[src/rtl/swmv_pkg.sv]
// ----------------------------------------------------------------------------
// swmv_pkg
// shared constants and types of the sliding window mode vote block
// ----------------------------------------------------------------------------
package swmv_pkg;

  // samples held in the window
  localparam int WINDOW = 8;

  // field widths
  localparam int FC_W  = 5;
  localparam int CFG_W = 4;

  // threshold after reset
  localparam logic [CFG_W-1:0] MIN_COUNT_RESET = 4'd4;

  // fill level and hit counter hold 0..WINDOW
  localparam int CNT_W = $clog2(WINDOW + 1);
  // scan position counters hold 0..WINDOW-1
  localparam int IDX_W = (WINDOW > 1) ? $clog2(WINDOW) : 1;
  // width used to compare hits against the threshold
  localparam int CMP_W = (CNT_W > CFG_W) ? CNT_W : CFG_W;

  // operation on the window taps
  typedef struct packed {
    logic shift;   // push a new sample, drop the oldest
    logic rotate;  // circular move by one toward the head
  } win_op_t;

  // finished result from the sequencer
  typedef struct packed {
    logic            valid;
    logic            found;
    logic [FC_W-1:0] value;
  } vote_res_t;

endpackage

[src/rtl/sliding_window_mode_vote.sv]
// Timing: while the window fills, a beat goes from the input straight to the
//   done state; once it is full, each candidate is scanned over the rotating window.
// Pacing: a new beat is taken only after the result of the last has entered
//   the output register, since one comparator serves the scan of each candidate.
// Reset: rst synchronous active high, clears fill level and output valid,
//   min_count returns to 4; window samples are not cleared.
// ----------------------------------------------------------------------------
// sliding_window_mode_vote
// majority vote over the last samples of a stream of finger counts
// ----------------------------------------------------------------------------
module sliding_window_mode_vote (
  input  logic       clk,
  input  logic       rst,
  // configuration
  input  logic       cfg_we,
  input  logic [3:0] cfg_wdata,    // min_count
  // input stream
  input  logic       s_tvalid,
  output logic       s_tready,
  input  logic [7:0] s_tdata,      // [4:0] finger_count, [7:5] zero
  // result stream
  output logic       m_tvalid,
  input  logic       m_tready,
  output logic [7:0] m_tdata,      // [4:0] mode_value, [7:5] zero
  output logic [0:0] m_tuser       // [0] found
);

  logic [swmv_pkg::CFG_W-1:0] min_count;
  logic [swmv_pkg::FC_W-1:0]  head;
  logic                       out_free;
  logic                       found_q;
  logic [swmv_pkg::FC_W-1:0]  value_q;
  swmv_pkg::win_op_t          op;
  swmv_pkg::vote_res_t        res;

  // threshold register
  always_ff @(posedge clk) begin
    if (rst) begin
      min_count <= swmv_pkg::MIN_COUNT_RESET;
    end else if (cfg_we) begin
      min_count <= cfg_wdata;
    end
  end

  swmv_window u_window (
    .clk    (clk),
    .op     (op),
    .sample (s_tdata[swmv_pkg::FC_W-1:0]),
    .head   (head)
  );

  swmv_seq u_seq (
    .clk       (clk),
    .rst       (rst),
    .in_valid  (s_tvalid),
    .in_ready  (s_tready),
    .out_free  (out_free),
    .min_count (min_count),
    .head      (head),
    .op        (op),
    .res       (res)
  );

  // output register
  assign out_free = !m_tvalid || m_tready;

  always_ff @(posedge clk) begin
    if (rst) begin
      m_tvalid <= 1'b0;
    end else if (res.valid && out_free) begin
      m_tvalid <= 1'b1;
    end else if (m_tready) begin
      m_tvalid <= 1'b0;
    end
  end

  always_ff @(posedge clk) begin
    if (res.valid && out_free) begin
      found_q <= res.found;
      value_q <= res.value;
    end
  end

  assign m_tdata = {{(8 - swmv_pkg::FC_W){1'b0}}, value_q};
  assign m_tuser = found_q;

endmodule

[src/rtl/swmv_window.sv]
// ----------------------------------------------------------------------------
// swmv_window
// shift line of the last samples, oldest at the head, with circular rotate
// ----------------------------------------------------------------------------
module swmv_window (
  input  logic                    clk,
  input  swmv_pkg::win_op_t       op,
  input  logic [swmv_pkg::FC_W-1:0] sample,
  output logic [swmv_pkg::FC_W-1:0] head
);

  logic [swmv_pkg::FC_W-1:0] taps [swmv_pkg::WINDOW];

  // push or rotate the taps
  always_ff @(posedge clk) begin
    if (op.shift) begin
      for (int k = 0; k < swmv_pkg::WINDOW - 1; k++) begin
        taps[k] <= taps[k+1];
      end
      taps[swmv_pkg::WINDOW-1] <= sample;
    end else if (op.rotate) begin
      for (int k = 0; k < swmv_pkg::WINDOW - 1; k++) begin
        taps[k] <= taps[k+1];
      end
      taps[swmv_pkg::WINDOW-1] <= taps[0];
    end
  end

  assign head = taps[0];

endmodule

[src/rtl/swmv_seq.sv]
// ----------------------------------------------------------------------------
// swmv_seq
// sequencer: fill tracking, candidate scan with one shared comparator
// ----------------------------------------------------------------------------
module swmv_seq (
  input  logic                       clk,
  input  logic                       rst,
  input  logic                       in_valid,
  output logic                       in_ready,
  input  logic                       out_free,
  input  logic [swmv_pkg::CFG_W-1:0] min_count,
  input  logic [swmv_pkg::FC_W-1:0]  head,
  output swmv_pkg::win_op_t          op,
  output swmv_pkg::vote_res_t        res
);

  localparam logic [2:0] S_IDLE = 3'd0;
  localparam logic [2:0] S_CAND = 3'd1;
  localparam logic [2:0] S_SCAN = 3'd2;
  localparam logic [2:0] S_STEP = 3'd3;
  localparam logic [2:0] S_DONE = 3'd4;

  localparam logic [swmv_pkg::IDX_W-1:0] LAST_IDX = swmv_pkg::IDX_W'(swmv_pkg::WINDOW - 1);
  localparam logic [swmv_pkg::CNT_W-1:0] FULL_LVL = swmv_pkg::CNT_W'(swmv_pkg::WINDOW);
  localparam logic [swmv_pkg::CNT_W-1:0] PRE_FULL = swmv_pkg::CNT_W'(swmv_pkg::WINDOW - 1);

  logic [2:0]                     state;
  logic [swmv_pkg::CNT_W-1:0]     fill;
  logic [swmv_pkg::FC_W-1:0]      cand;
  logic [swmv_pkg::CNT_W-1:0]     hits;
  logic [swmv_pkg::IDX_W-1:0]     inner;
  logic [swmv_pkg::IDX_W-1:0]     outer;
  logic                           found;
  logic [swmv_pkg::FC_W-1:0]      value;

  logic                           accept;
  logic                           match;
  logic [swmv_pkg::CNT_W-1:0]     hits_next;
  logic                           over_thr;

  assign in_ready = (state == S_IDLE);
  assign accept   = in_ready && in_valid;

  // shared compare unit and hit count
  assign match     = (head == cand);
  assign hits_next = hits + swmv_pkg::CNT_W'(match);
  assign over_thr  = swmv_pkg::CMP_W'(hits_next) > swmv_pkg::CMP_W'(min_count);

  // window control
  assign op.shift  = accept;
  assign op.rotate = (state == S_SCAN) || (state == S_STEP);

  // result toward the output register
  assign res.valid = (state == S_DONE);
  assign res.found = found;
  assign res.value = value;

  // sequencer
  always_ff @(posedge clk) begin
    if (rst) begin
      state <= S_IDLE;
      fill  <= '0;
    end else begin
      unique case (state)
        S_IDLE: begin
          if (accept) begin
            found <= 1'b0;
            value <= '0;
            outer <= '0;
            if (fill != FULL_LVL) begin
              fill <= fill + swmv_pkg::CNT_W'(1);
            end
            state <= (fill >= PRE_FULL) ? S_CAND : S_DONE;
          end
        end
        S_CAND: begin
          cand  <= head;
          hits  <= '0;
          inner <= '0;
          state <= S_SCAN;
        end
        S_SCAN: begin
          hits  <= hits_next;
          inner <= inner + swmv_pkg::IDX_W'(1);
          if (inner == LAST_IDX) begin
            // first qualifying candidate, oldest first, wins
            if (!found && over_thr) begin
              found <= 1'b1;
              value <= cand;
            end
            state <= S_STEP;
          end
        end
        S_STEP: begin
          outer <= outer + swmv_pkg::IDX_W'(1);
          state <= (outer == LAST_IDX) ? S_DONE : S_CAND;
        end
        S_DONE: begin
          if (out_free) begin
            state <= S_IDLE;
          end
        end
        default: state <= S_IDLE;
      endcase
    end
  end

endmodule

[config.mk]
export PLATFORM = sky130hd
export DESIGN_NAME = sliding_window_mode_vote
export DESIGN_NICKNAME = d
export VERILOG_FILES = /design/src/rtl/swmv_pkg.sv /design/src/rtl/sliding_window_mode_vote.sv /design/src/rtl/swmv_window.sv /design/src/rtl/swmv_seq.sv
export SDC_FILE = /design/constraint.sdc
export NUM_CORES = 1
export LEC_CHECK = 0
export BUFFER_PORTS_ARGS = -buffer_cell sky130_fd_sc_hd__buf_2
export CORE_ASPECT_RATIO = 0.7
export CORE_MARGIN = 8
export CORE_UTILIZATION = 50
export DETAILED_ROUTE_END_ITERATION = 8
export GPL_TIMING_DRIVEN = 0
export PLACE_DENSITY_LB_ADDON = 0.25
export SKIP_CTS_REPAIR_TIMING = 1
export SYNTH_ARGS = -nofsm -noshare
export SYNTH_HDL_FRONTEND = slang
export SYNTH_SLANG_ARGS = --single-unit
[constraint.sdc]
create_clock -name clk -period 6.1 [get_ports clk]
set_clock_uncertainty 0.2 [all_clocks]
set_input_delay 1.83 -clock clk [delete_from_list [all_inputs] [get_ports clk]]
set_output_delay 1.83 -clock clk [all_outputs]
set_load 0.05 [all_outputs]
# == Yosys cells after proc, flatten, opt, wreduce, memory -nomap -nowiden ==
# Memory sizes are Yosys's and may differ from the RTL's.
# Index checks and enable logic that the tools add are counted.
# word_totals
regBits,39
ramBits,40
in_bits,17
out_inout_bits,11
word_cells,91
n_memories,1
# memory_table
name,depth,width,read_ports,rd_ports_with_merged_regs,write_ports,line,text
u_window.taps,8,5,8,0,8,swmv_window.sv:12,logic [swmv_pkg::FC_W-1:0] taps [swmv_pkg::WINDOW];
# op_classes
addsub,4
n_lt_le_gt_ge,2
eq_ne,12
muxes,33
bitwise_logic,9
reduce_logical,18
# op_table
op,n
two-way mux 5 bit,11
two-way mux 3 bit,6
case mux 3 bit (5 select lines),1
case mux 3 bit (2 select lines),2
two-way mux 1 bit,10
case mux 5 bit (2 select lines),1
== test 3 bit (second input constant),3
AND reduction 3 bit,3
inequality test 2 bit (second input constant),4
OR 1 bit,8
case mux 4 bit (2 select lines),1
nonzero test 2 bit,4
adder 3 x 1 -> 3 bit (second input constant),2
== test 3 x 2 -> 1 bit (second input constant),2
== test 5 bit,1
AND reduction 5 bit,1
adder 4 x 1 -> 4 bit,1
adder 4 x 1 -> 4 bit (second input constant),1
>= comparator 4 x 3 -> 1 bit (second input constant),1
greater-than comparator 4 bit,1
inequality test 4 bit (second input constant),1
AND reduction 2 bit,2
== test 3 x 1 -> 1 bit (second input constant),1
logical AND 1 bit,3
other kinds (5),7

# == Depth between registers and ports, before layout ==
# Gate-level depths: netlist (run 1).
# An unclocked memory read counts as a cell.
# depth
word_depth,8
depth_mapped,10
ltp_nobuf,10

# == Hierarchy ==
# A second synthesis (run 1) with hierarchy kept.
# hier_totals
cells_unflattened,203
area_unflattened_um2,3133.0
# modules_own_cells
module,n_inst,cells_per_inst,area_per_inst_um2,seq_area_each_um2
swmv_seq,1,124,1433.9,770.7
swmv_window,1,51,1301.2,1201.2
sliding_window_mode_vote,1,28,397.9,280.3

# == Worst setup path after synthesis (run 1) ==
# Ideal clock, no wire load.
# synth_path
kind,reg2out
startpoint,register u_seq.state[1]
endpoint,output port s_tready
arrival_time_ns,1.605
required_ns,4.070
setup_slack_ns,2.465
stages_incl_launch_ff,3
n_path_buf,1
path_cell_list,dfxtp_1 > buf_6 > nor3_1
# synth_via
elab_chain_len,1
# synth_lines
element,line,text
from (decl),swmv_seq.sv:27,logic [2:0] state;
from (signal assigned),swmv_seq.sv:73,state <= (fill >= PRE_FULL) ? S_CAND : S_DONE;
from (signal assigned),swmv_seq.sv:96,state <= (outer == LAST_IDX) ? S_DONE : S_CAND;
logical NOT 3 bit,swmv_seq.sv:41,assign in_ready = (state == S_IDLE);
to (decl),sliding_window_mode_vote.sv:19,"output logic s_tready,"
# Every way passes these cells.

# == Worst setup path in the final report (run 1) ==
# Ends and elaborated chain as after synthesis.

==> parameters.txt, run 1 <==
Parameter                              Value

Status
  Outcome    completed

STA
  Share of the cycle needed by the critical path after routing    57.95%
  Smallest setup slack after layout    2.565 ns
  Total Neg Setup Slack    0 ns
  Hold violation count in the final report    0
  Measured slew at the worst slew-check pin    1.189 ns
  Worst rel slew slack    between 20 and 25%
  Number of slew-limit violations in the final report    0
  Unrepaired setup endpoints after global routing    no
  Count of final setup violators    0
  Peak Freq    282.9 MHz
  Hold slack    0.2165 ns
  Final critical delay including setup and external delays    3.535 ns

Setup path
  Critical register-to-register path startpoint    u_window.taps[0][2]
  Category of the critical setup timing path    flip-flop to primary output
  Worst path cell trace    buf_6 -> nor3_1 -> buf_2
  WP data arrival    approximately 1.5 ns
  Crit-path slowest cell    nor3_1
  Critical Path Source Type    flip-flop
  Number of cells traversed by the worst register-to-register path    10
  FF-to-FF End    u_seq.value[2]
  Crit. End Element    primary output
  Delay of the slowest cell on the worst path    0.38 ns
  Data required, critical path    4.07 ns
  CP max FO    8
  Worst R2R Setup Slack    3.09 ns

Synth
  Top post-synthesis cells by count    67 x edfxtp_1, 23 x nand2_1, 12 x dfxtp_1, 12 x ha_1, 11 x nor2_1
  Top cells by area in the synthesized netlist    edfxtp_1 65%, dfxtp_1 7.8%, ha_1 4.9%
  Area leader, netlist    edfxtp_1
  Average instance area after synthesis    15.24 µm²
  Number of distinct library cells after synthesis    38
  Summed instance area of the synthesized netlist    between 3000 and 4000 µm²
  Synthesized instance count    roughly 200
  Part of the Yosys area used for sequential elements    73.14%
  Syn. warnings    0
  Share of async-settable or async-resettable flops after synthesis    0%
  Number of synthesized flops with an enable pin    between 60 and 70
  Most numerous cell in the Yosys netlist    edfxtp_1
  Main synth FF type    edfxtp_1
  Top cell type's share of synthesized area    65.34%
  Number of storage elements in the synthesis netlist    79

Routing
  First-pass iteration count of the detailed router    4
  Via/cell ratio    just under 5
  Detailed-route via count    1571
  WL final    4705 µm
  DRC violation count after routing    0
  Remaining number of nets flagged by the antenna check after routing    0
  Final routed wire length divided by cell count    14.80 µm
  DRT iter0 DRCs    slightly above 50

Pwr
  Leakage power summed over all cells    1.362 nW
  Worst-case vdd ir drop    between 0.15 and 0.2 mV
  Power per Cell Area    a little under 300 nW/µm²

Clock network
  Clock latency of the later-clocked register in the worst-skew pair    0.34 ns
  CTS Buffer Depth    2
  CTS tree    built
  Inserted Clock Buffers    9
  Root cell of the clock tree    clkbuf_8
  Number of clock sinks    79
  # H-tree levels    3
  Clock-pin slew on the worst setup and hold paths    0.08 ns

GRT
  Global-route congestion overflow total    0
  Total global routing track utilization    11.71%
  First-pass GRT wire length    7769 µm
  Via count of the first global-routing pass    roughly 1600
  Maximum number of pins on one net before global-route repair    a little over 40
  Initial antenna violation count    0

Hold path
  Number of instances on the worst hold path    0
  Tightest Hold Check Type    flip-flop to flip-flop
  Launch point of the worst hold path    u_window.taps[0][16]
  Capture endpoint of the worst hold path    u_window.taps[0][11]

Placed design
  Number of buffers inserted by port buffering    20
  Final weighted congestion of routability-driven global placement    0.7475
  Placed cell area    ~3300 µm²
  Sum of net half-perimeters after detailed placement    roughly 3300 µm
  Pre-CTS worst setup slack    2.332 ns

Run
  Number of maximum-capacitance violations    0

Floorplanning
  I/O pin count    28
  Starting utilization of the core area    50.51%
  Row cnt    24
  Core region area    6096 µm²
  Die area    approximately 9000 µm²
  Vertical extent of the die    between 80 and 90 µm
  Horizontal extent of the die    ~110 µm

Cells and area
  Fraction of final layout cells with drive strength greater than 1    between 10% and 20%
  Number of nets in the final layout    264
  Final std cell area, no fill    3443 µm²
  Number of inserted diodes    0
  Fill cell count    521
  Area added between synthesis and finish    11.82%
[per-stage QoR]
| step | power, mW | cells | util (%) |
|---|---|---|---|
| 2_1_floorplan | 0.6789 | 204 | - |
| 3_3_place_gp | 0.6959 | 302 | 53.88 |
| 3_5_place_dp | 0.6989 | 302 | 53.92 |
| 4_1_cts | 1.011 | 318 | 56.49 |
| 5_1_grt | 1.041 | 318 | 56.49 |
| 6_report | 0.9989 | 318 | 56.49 |
[flip-flops by register name (all words and copies together), names as in the netlist, 3 cells and up]
register / cells
min_count: 4
u_seq.value: 5
u_seq.inner: 3
u_seq.cand: 5
u_seq.hits: 4
u_seq.fill: 4
u_window.taps: 40
u_seq.state: 3
u_seq.outer: 3
value_q: 5
[power breakdown]
part | internal, mW | switching [mW] | total (mW)
clock | 0.144 | 0.169 | 0.313
combinational | 0.0185 | 0.0413 | 0.0598
sequential | 0.616 | 0.0102 | 0.626
[cell type report]
class / count / area, µm² / area share [%]
Clock buffer: 11 / 131.4 / 3.815
Inverter: 9 / 33.78 / 0.9811
Sequential cell: 79 / 2252 / 65.41
Tap cell: 78 / 97.59 / 2.834
Timing Repair Buffer: 20 / 100.1 / 2.907
Buffer: 9 / 62.56 / 1.817
Clock inverter: 5 / 25.02 / 0.7267
Multi-Input combinational cell: 107 / 740.7 / 21.51
[logic make-up after synthesis]
logic type	count (synthesis)	share of synthesized area (%)
AOI/OAI and AO/OA	17	4.145
xor gates and xnor gates	9	2.560
adders and majority gates	12	4.876
buffers and inverters	18	3.129
DFF	79	73.14
muxes	5	1.625
other	1	0.1218
and+or+nand+nor	61	10.40
[layer usage]
metal  global-route usage (%)  vias up  part of all wire [%]
met5                        0        -                     0
met1                    15.92      743                    50
met2                    16.47       29                    43
met3                    5.408        6                   5.5
li1                         -      793                     -
met4                    3.221        0                   1.2
[worst max-delay path: cells and delay by family, from the launching register on]
kind,cells,cell delay (ns)
buffers and inverters,2,0.47
AND/OR/NAND/NOR,1,0.38
flip-flops,1,0.32
[how the worst max path moves through the flow]
stage	start	end	slack (ns)	cells after the start
after floorplan	u_seq.state[1]	s_tready	2.47	2
after global placement	s_tvalid	u_window.taps[0][2]	2.14	3
after detailed placement	rst	u_seq.hits[3]	2.33	3
after CTS	u_seq.state[1]	s_tready	2.54	3
after global routing	u_seq.state[1]	s_tready	2.51	3
final	u_seq.state[1]	s_tready	2.56	3
[cell usage in the layout, fill, tap and decap left out, drive strengths merged]
| master | count |
|---|---|
| edfxtp | 67 |
| buf | 27 |
| nand2 | 24 |
| clkbuf | 13 |
| ha | 12 |
| dfxtp | 12 |
| nor2 | 11 |
| inv | 9 |
| and2 | 8 |
| and3 | 5 |
| xnor2 | 5 |
| mux2i | 5 |
| xor2 | 4 |
| a21oi | 4 |
| clkinv | 4 |
| a21o | 3 |
| conb | 3 |
| nand3 | 2 |
| nor3 | 2 |
| nor4 | 2 |
| o211ai | 2 |
| nor4b | 2 |
| nand2b | 1 |
| and2b | 1 |
| or2b | 1 |
| nor2b | 1 |
| a41o | 1 |
| o21a | 1 |
| nand4 | 1 |
| a211o | 1 |
| o32a | 1 |
| o32ai | 1 |
| a22oi | 1 |
| a31o | 1 |
| o21ai | 1 |
| clkinvlp | 1 |
Power figures use the tool's default switching activity.
==> run 2, diff against run 1 <==
Clock period 6.1 ns to 2.9 ns, I/O delays scaled along.
==> run 2 against run 1 <==
Net effect:
- register-to-register slack lost 3.0 ns
- count of clock-buffer cells in the layout decreased by 2
- wire length grew 3.3%
- power grew 120%
- final cell count increased by 1.6%
- die area is the same
- setup slack got worse by 2.4 ns
- clock power rose by 150%
- highest routed layer unchanged
==> parameters.txt, run 2 (synthesis gave the netlist of run 1 again) <==
Parameter                              Value

Pwr
  Clock Power Share    34.6% (was 31.3%)
  Reg power frac    59.1% (was 62.7%)
  Net Switching    0.4949 mW (was 0.2207 mW)
  Combinational Power Share    6.2% (was 6.0%)
  Worst-case vdd ir drop    0.3762 mV (was 0.1963 mV)
  Net switching fraction of the power    22.23% (was 22.09%)
  Power per Cell Area    620.1 nW/µm² (was 290.1 nW/µm²)
  Leakage power summed over all cells    1.417 nW (was 1.362 nW)
  Internal power    1.732 mW (was 0.7782 mW)
  Final Total Pwr    2.227 mW (was 0.9989 mW)

Cells and area
  Largest register by flop count    u_window.taps (unchanged)
  Fill cell count    495 (was 521)
  Commonest non-fill, non-tap cell in the layout    edfxtp_1 (unchanged)
  Number of nets in the final layout    270 (was 264)
  Most frequent cells in the layout    67 x edfxtp_1, 22 x buf_2, 22 x nand2_1 (unchanged)
  Area added between synthesis and finish    16.62% (was 11.82%)
  Combined area of the multi-input logic cells    813.3 µm² (was 740.7 µm²)
  Non-filler instance count after layout    323 (was 318)
  Fraction of final layout cells with drive strength greater than 1    26.12% (was 18.33%)
  Storage cell area    2252 µm² (unchanged)
  Number of inserted diodes    0 (unchanged)
  Max FFs per register    40 (unchanged)

Setup path
  WP data arrival    2.63 ns (was 1.51 ns)
  Data required, critical path    2.75 ns (was 4.07 ns)
  Critical Path Source Type    flip-flop (unchanged)
  CP max FO    6 (was 8)
  Crit. End Element    flip-flop (was primary output)
  Category of the critical setup timing path    flip-flop to flip-flop (was flip-flop to primary output)

Floorplanning
  Row cnt    24 (unchanged)
  Starting utilization of the core area    50.51% (unchanged)
  Core region area    6096 µm² (unchanged)
  Die area    8965 µm² (unchanged)
  Horizontal extent of the die    109.8 µm (unchanged)
  Vertical extent of the die    81.66 µm (unchanged)
  I/O pin count    28 (unchanged)

Routing
  Detailed-route via count    1653 (was 1571)
  WL final    4862 µm (was 4705 µm)
  Via/cell ratio    5.118 (was 4.940)
  DRC violation count after routing    0 (unchanged)
  Remaining number of nets flagged by the antenna check after routing    0 (unchanged)
  Final routed wire length divided by cell count    15.05 µm (was 14.80 µm)
  First-pass iteration count of the detailed router    4 (unchanged)
  DRT iter0 DRCs    49 (was 51)

Placed design
  Sum of net half-perimeters after detailed placement    3272 µm (was 3350 µm)
  Final weighted congestion of routability-driven global placement    0.7572 (was 0.7475)
  Post-placement cell count    302 (unchanged)
  Pre-CTS worst setup slack    -0.1528 ns (was 2.332 ns)
  Number of buffers inserted by port buffering    20 (unchanged)

Clock network
  Clock-pin slew on the worst setup and hold paths    0.08 ns (about the same)
  # H-tree levels    3 (unchanged)
  Number of clock sinks    79 (unchanged)
  Root cell of the clock tree    clkbuf_8 (unchanged)
  CTS tree    built (unchanged)
  CTS Buffer Depth    2 (unchanged)
  Clock latency of the later-clocked register in the worst-skew pair    0.34 ns (about the same)
  Inserted Clock Buffers    9 (unchanged)

GRT
  Maximum number of pins on one net before global-route repair    41 (unchanged)
  First-pass GRT wire length    7734 µm (was 7769 µm)
  Global-route congestion overflow total    0 (unchanged)
  Via count of the first global-routing pass    1628 (was 1564)
  Total global routing track utilization    11.78% (was 11.71%)
  Initial antenna violation count    0 (unchanged)

Status
  Outcome    completed (unchanged)

Hold path
  Tightest Hold Check Type    flip-flop to flip-flop (unchanged)

STA
  Hold violation count in the final report    0 (unchanged)
  Hold slack    0.2172 ns (was 0.2165 ns)
  Share of the cycle needed by the critical path after routing    a little over nine tenths
  Measured slew at the worst slew-check pin    1.278 ns (was 1.189 ns)
  Peak Freq    359.4 MHz
  Number of slew-limit violations in the final report    0 (unchanged)
  Count of final setup violators    0 (unchanged)
  Total Neg Setup Slack    0 ns (unchanged)
  Worst rel slew slack    14.04% (was 20.02%)
  Smallest setup slack after layout    0.1178 ns (was 2.565 ns)
  Final critical delay including setup and external delays    roughly 2.8 ns

Run
  Number of maximum-capacitance violations    0 (unchanged)
==> run 2: cell count changes in the layout (fill, tap and decap cells not counted), moves of 2 or more <==
cell	change
ha_1	-3
buf_4	+6
nor3_2	+2
nor3_1	-2
xnor2_1	-2
ha_4	+2
xnor2_2	+2
clkbuf_1	-2
==> run 2: layer usage <==
metal / vias up / global-route usage [%] / wire length, µm
met5: - / 0 / 0
met1: 815 / 15.32 / 2440
met4: 0 / 6.040 / 86
li1: 805 / - / -
met2: 25 / 16.83 / 2131
met3: 8 / 4.624 / 204
==> run 2: path summary, 6_finish.rpt <==
path | from | endpoint | slack, ns | cells past startpoint
worst max-delay path | u_window.taps[0][1] | u_seq.value[2] | 0.12 | 9
worst min-delay path | u_window.taps[0][17] | u_window.taps[0][12] | 0.22 | 0
worst max register to register | u_window.taps[0][1] | u_seq.value[2] | 0.12 | 9
worst min register to register | u_window.taps[0][17] | u_window.taps[0][12] | 0.22 | 0
==> run 2: critical path, cell delays in order, from the launching register on <==
cell	delay [ns]
edfxtp_1	0.46
xor2_1	0.20
nor3_2	0.20
ha_2	0.25
nand3_2	0.10
xnor2_2	0.16
ha_1	0.34
a41o_1	0.25
a21oi_2	0.11
o21a_2	0.23
==> run 2: metrics by stage <==
stage	util (%)	area, µm²
after detailed placement	54.00	3292
after global routing	58.91	3591
after floorplan	-	3094
final	58.91	3591
after CTS	57.06	3478
after global placement	54.00	3292
==> run 2: cell type report <==
cell class	instances	area share (%)
multi-input cells	107	22.65
flip-flops and latches	79	62.72
repair buffers	26	4.042
plain buffers	9	1.742
well taps	78	2.718
clock inverters	6	1.742
inverters	9	0.9408
clock buffers	9	3.449
==> run 2: power groups by stage <==
stage                     logic, mW  clock network, mW  registers, mW
after floorplan              0.0792                  0           1.35
after global placement        0.125                  0           1.34
after detailed placement      0.126                  0           1.34
after CTS                     0.127              0.792           1.32
after global routing          0.156              0.836           1.32
final                         0.139              0.771           1.32
==> run 3, diff against run 2 <==
Settings changed: CORE_UTILIZATION 50 to 52, SYNTH_HIERARCHICAL set to 1.
==> run 3 against run 2 <==
Net effect:
- count of clock-buffer cells in the layout up 1
- area after synthesis is 1.7% higher
- first-iteration DRC count increased by 67%
- die area decreased by 1.8%
- synthesized cell count increased by 0.50%
- critical path depth is 1 higher
- register-to-register slack worse by 0.10 ns
- power is 8.6% higher
- worst hold slack gained 0.0044 ns
- combinational power increased by 4%
- clock power rose by 24%
- largest power group unchanged
- highest routed layer unchanged
==> parameters.txt, run 3 <==
Parameter                              Value

Status
  Outcome    completed (unchanged)

Setup path
  CP max FO    6 (unchanged)
  Critical Path Source Type    flip-flop (unchanged)
  WP data arrival    2.69 ns (was 2.63 ns)
  Crit. End Element    flip-flop (unchanged)
  Number of cells traversed by the worst register-to-register path    10 (was 9)
  FF-to-FF End    u_seq/value[3] (was u_seq.value[2])
  Data required, critical path    2.71 ns (was 2.75 ns)
  Critical register-to-register path startpoint    u_window/taps[0][1] (was u_window.taps[0][1])
  Worst R2R Setup Slack    0.02 ns (was 0.12 ns)
  Category of the critical setup timing path    flip-flop to flip-flop (unchanged)

Clock network
  CTS tree    built (unchanged)
  Number of clock sinks    79 (unchanged)
  Inserted Clock Buffers    9 (unchanged)
  CTS Buffer Depth    2 (unchanged)
  Clock-pin slew on the worst setup and hold paths    0.08 ns (about the same)
  Clock latency of the later-clocked register in the worst-skew pair    0.34 ns (about the same)
  # H-tree levels    3 (unchanged)
  Root cell of the clock tree    clkbuf_8 (unchanged)

STA
  Hold slack    0.2217 ns (was 0.2172 ns)
  Number of slew-limit violations in the final report    0 (unchanged)
  Total Neg Setup Slack    0 ns (unchanged)
  Hold violation count in the final report    0 (unchanged)
  Count of final setup violators    0 (unchanged)
  Share of the cycle needed by the critical path after routing    99.38% (was 95.94%)
  Smallest setup slack after layout    0.01785 ns (was 0.1178 ns)
  Unrepaired setup endpoints after global routing    yes
  Final critical delay including setup and external delays    2.882 ns (was 2.782 ns)
  Worst rel slew slack    41.68% (was 14.04%)
  Peak Freq    347.0 MHz (was 359.4 MHz)
  Measured slew at the worst slew-check pin    0.8748 ns (was 1.278 ns)

Cells and area
  Combined area of the multi-input logic cells    837.1 µm² (was 813.3 µm²)
  Max FFs per register    40 (unchanged)
  Number of nets in the final layout    268 (was 270)
  Number of inserted diodes    0 (unchanged)
  Most frequent cells in the layout    67 x edfxtp_1, 21 x buf_2, 13 x buf_4 (was 67 x edfxtp_1, 22 x buf_2, 22 x nand2_1)
  Final core area utilization    63.79% (was 58.91%)
  Fill cell count    424 (was 495)
  Fraction of final layout cells with drive strength greater than 1    31.15% (was 26.12%)
  Area added between synthesis and finish    17.77% (was 16.62%)
  Commonest non-fill, non-tap cell in the layout    edfxtp_1 (unchanged)
  Storage cell area    2252 µm² (unchanged)
  Largest register by flop count    u_window/taps (was u_window.taps)
  Non-filler instance count after layout    319 (was 323)
  Final std cell area, no fill    3690 µm² (was 3591 µm²)

Floorplanning
  Row cnt    23 (was 24)
  Core region area    5784 µm² (was 6096 µm²)
  Vertical extent of the die    80.94 µm (was 81.66 µm)
  Horizontal extent of the die    108.8 µm (was 109.8 µm)
  Die area    8804 µm² (was 8965 µm²)
  I/O pin count    28 (unchanged)
  Starting utilization of the core area    54.16% (was 50.51%)

Placed design
  Post-placement cell count    300 (was 302)
  Placed cell area    3339 µm² (was 3292 µm²)
  Pre-CTS worst setup slack    -0.4154 ns (was -0.1528 ns)
  Number of buffers inserted by port buffering    20 (unchanged)
  Sum of net half-perimeters after detailed placement    3075 µm (was 3272 µm)
  Final weighted congestion of routability-driven global placement    0.7431 (was 0.7572)

Hold path
  Tightest Hold Check Type    flip-flop to flip-flop (unchanged)
  Number of instances on the worst hold path    0 (unchanged)
  Capture endpoint of the worst hold path    u_window/taps[1][10] (was u_window.taps[0][12])
  Launch point of the worst hold path    u_window/taps[1][15] (was u_window.taps[0][17])

Pwr
  Internal power    1.925 mW (was 1.732 mW)
  Net Switching    0.4937 mW (was 0.4949 mW)
  Reg power frac    54.6% (was 59.1%)
  Combinational Power Share    6.0% (was 6.2%)
  Net switching fraction of the power    20.41% (was 22.23%)
  Clock Power Share    39.4% (was 34.6%)
  Final Total Pwr    2.419 mW (was 2.227 mW)
  Power per Cell Area    655.6 nW/µm² (was 620.1 nW/µm²)
  Worst-case vdd ir drop    0.4439 mV (was 0.3762 mV)
  Leakage power summed over all cells    1.420 nW (was 1.417 nW)

Synth
  Most numerous cell in the Yosys netlist    edfxtp_1 (unchanged)
  Number of distinct library cells after synthesis    44 (was 38)
  Top post-synthesis cells by count    67 x edfxtp_1, 12 x dfxtp_1, 12 x ha_1, 12 x inv_1 (was 67 x edfxtp_1, 23 x nand2_1, 12 x dfxtp_1, 12 x ha_1, 11 x nor2_1)
  Synthesized instance count    203 (was 202)
  Main synth FF type    edfxtp_1 (unchanged)
  Syn. warnings    6 (was 0)
  Part of the Yosys area used for sequential elements    71.88% (was 73.14%)
  Area leader, netlist    edfxtp_1 (unchanged)
  Number of synthesized flops with an enable pin    67 (unchanged)
  Number of storage elements in the synthesis netlist    79 (unchanged)
  Summed instance area of the synthesized netlist    3133 µm² (was 3079 µm²)
  Top cell type's share of synthesized area    64.22% (was 65.34%)
  Share of async-settable or async-resettable flops after synthesis    0% (unchanged)
  Top cells by area in the synthesized netlist    edfxtp_1 64%, dfxtp_1 7.7%, ha_1 4.8% (was edfxtp_1 65%, dfxtp_1 7.8%, ha_1 4.9%)
  Average instance area after synthesis    15.43 µm² (was 15.24 µm²)

Routing
  First-pass iteration count of the detailed router    4 (unchanged)
  Via/cell ratio    5.122 (was 5.118)
  Remaining number of nets flagged by the antenna check after routing    0 (unchanged)
  Detailed-route via count    1634 (was 1653)
  DRC violation count after routing    0 (unchanged)
  WL final    4809 µm (was 4862 µm)
  Final routed wire length divided by cell count    15.08 µm (was 15.05 µm)
  DRT iter0 DRCs    82 (was 49)

GRT
  Global-route congestion overflow total    0 (unchanged)
  Via count of the first global-routing pass    1539 (was 1628)
  Initial antenna violation count    0 (unchanged)
  First-pass GRT wire length    7431 µm (was 7734 µm)
  Maximum number of pins on one net before global-route repair    41 (unchanged)
  Total global routing track utilization    11.38% (was 11.78%)

Run
  Number of maximum-capacitance violations    0 (unchanged)
==> run 3: changes by cell type in the layout (fill, tap and decap cells not counted), moves of 3 or more <==
cell	previous run	this run
mux2_2	0	5
nor2_1	11	6
buf_4	9	13
nand2_1	22	5
and3_1	5	10
nand3_1	1	4
a21oi_1	3	7
inv_1	9	12
and2_1	8	2
==> run 3: how the worst max path moves through the flow <==
stage                                    from                   to  slack (ns)  cells past startpoint
after floorplan                      s_tvalid  u_window/taps[0][0]        0.12                      4
after global placement                    rst        u_seq/hits[2]       -0.30                      4
after detailed placement                  rst        u_seq/hits[2]       -0.42                      4
after CTS                 u_window/taps[0][4]       u_seq/value[3]       -0.27                     11
after global routing      u_window/taps[0][1]       u_seq/value[3]       -0.14                     10
final                     u_window/taps[0][1]       u_seq/value[3]        0.02                     10
==> run 3: area by class of cell <==
class	count	share of cell area, %
Inverter	12	1.221
Multi-Input combinational cell	99	22.69
Tap cell	75	2.543
Timing Repair Buffer	28	4.340
Sequential cell	79	61.04
Buffer	10	1.763
Clock buffer	10	3.459
Clock inverter	6	2.950
==> run 3: power by group through the flow <==
stage	logic (mW)	clock network (mW)	registers, mW
floorplan	0.0901	0	1.35
global placement	0.133	0	1.34
detailed placement	0.136	0	1.34
CTS	0.136	0.979	1.32
global route	0.157	1.03	1.33
finish	0.144	0.954	1.32
==> run 3: critical path: stages, from the launching register on <==
cell and delay [ns]:
edfxtp_1 0.44, xnor2_1 0.18, nand3_1 0.12, nor3_2 0.13
ha_2 0.24, ha_4 0.15, xor2_2 0.16, ha_1 0.28
a41oi_2 0.20, nor2_2 0.08, a211oi_4 0.37
==> run 3: logic make-up (layout without fill, tap and decap cells) <==
group | Yosys count | count (layout) | synth area share, %
DFF | 79 | 79 | 71.88
and+or+nand+nor | 46 | 46 | 8.627
buffers and inverters | 27 | 66 | 4.712
AOI/OAI and AO/OA | 22 | 22 | 4.832
adders and majority gates | 12 | 12 | 4.792
muxes | 9 | 9 | 3.075
xor gates and xnor gates | 7 | 7 | 1.957
other | 1 | 3 | 0.1197
==> run 3: routing by layer <==
layer | GRT usage [%] | wire length, µm | share of wire (%)
met3 | 4.269 | 223 | 4.6
met2 | 16.16 | 2211 | 46
met1 | 15.20 | 2307 | 48
met5 | 0 | 0 | 0
met4 | 5.306 | 66 | 1.4
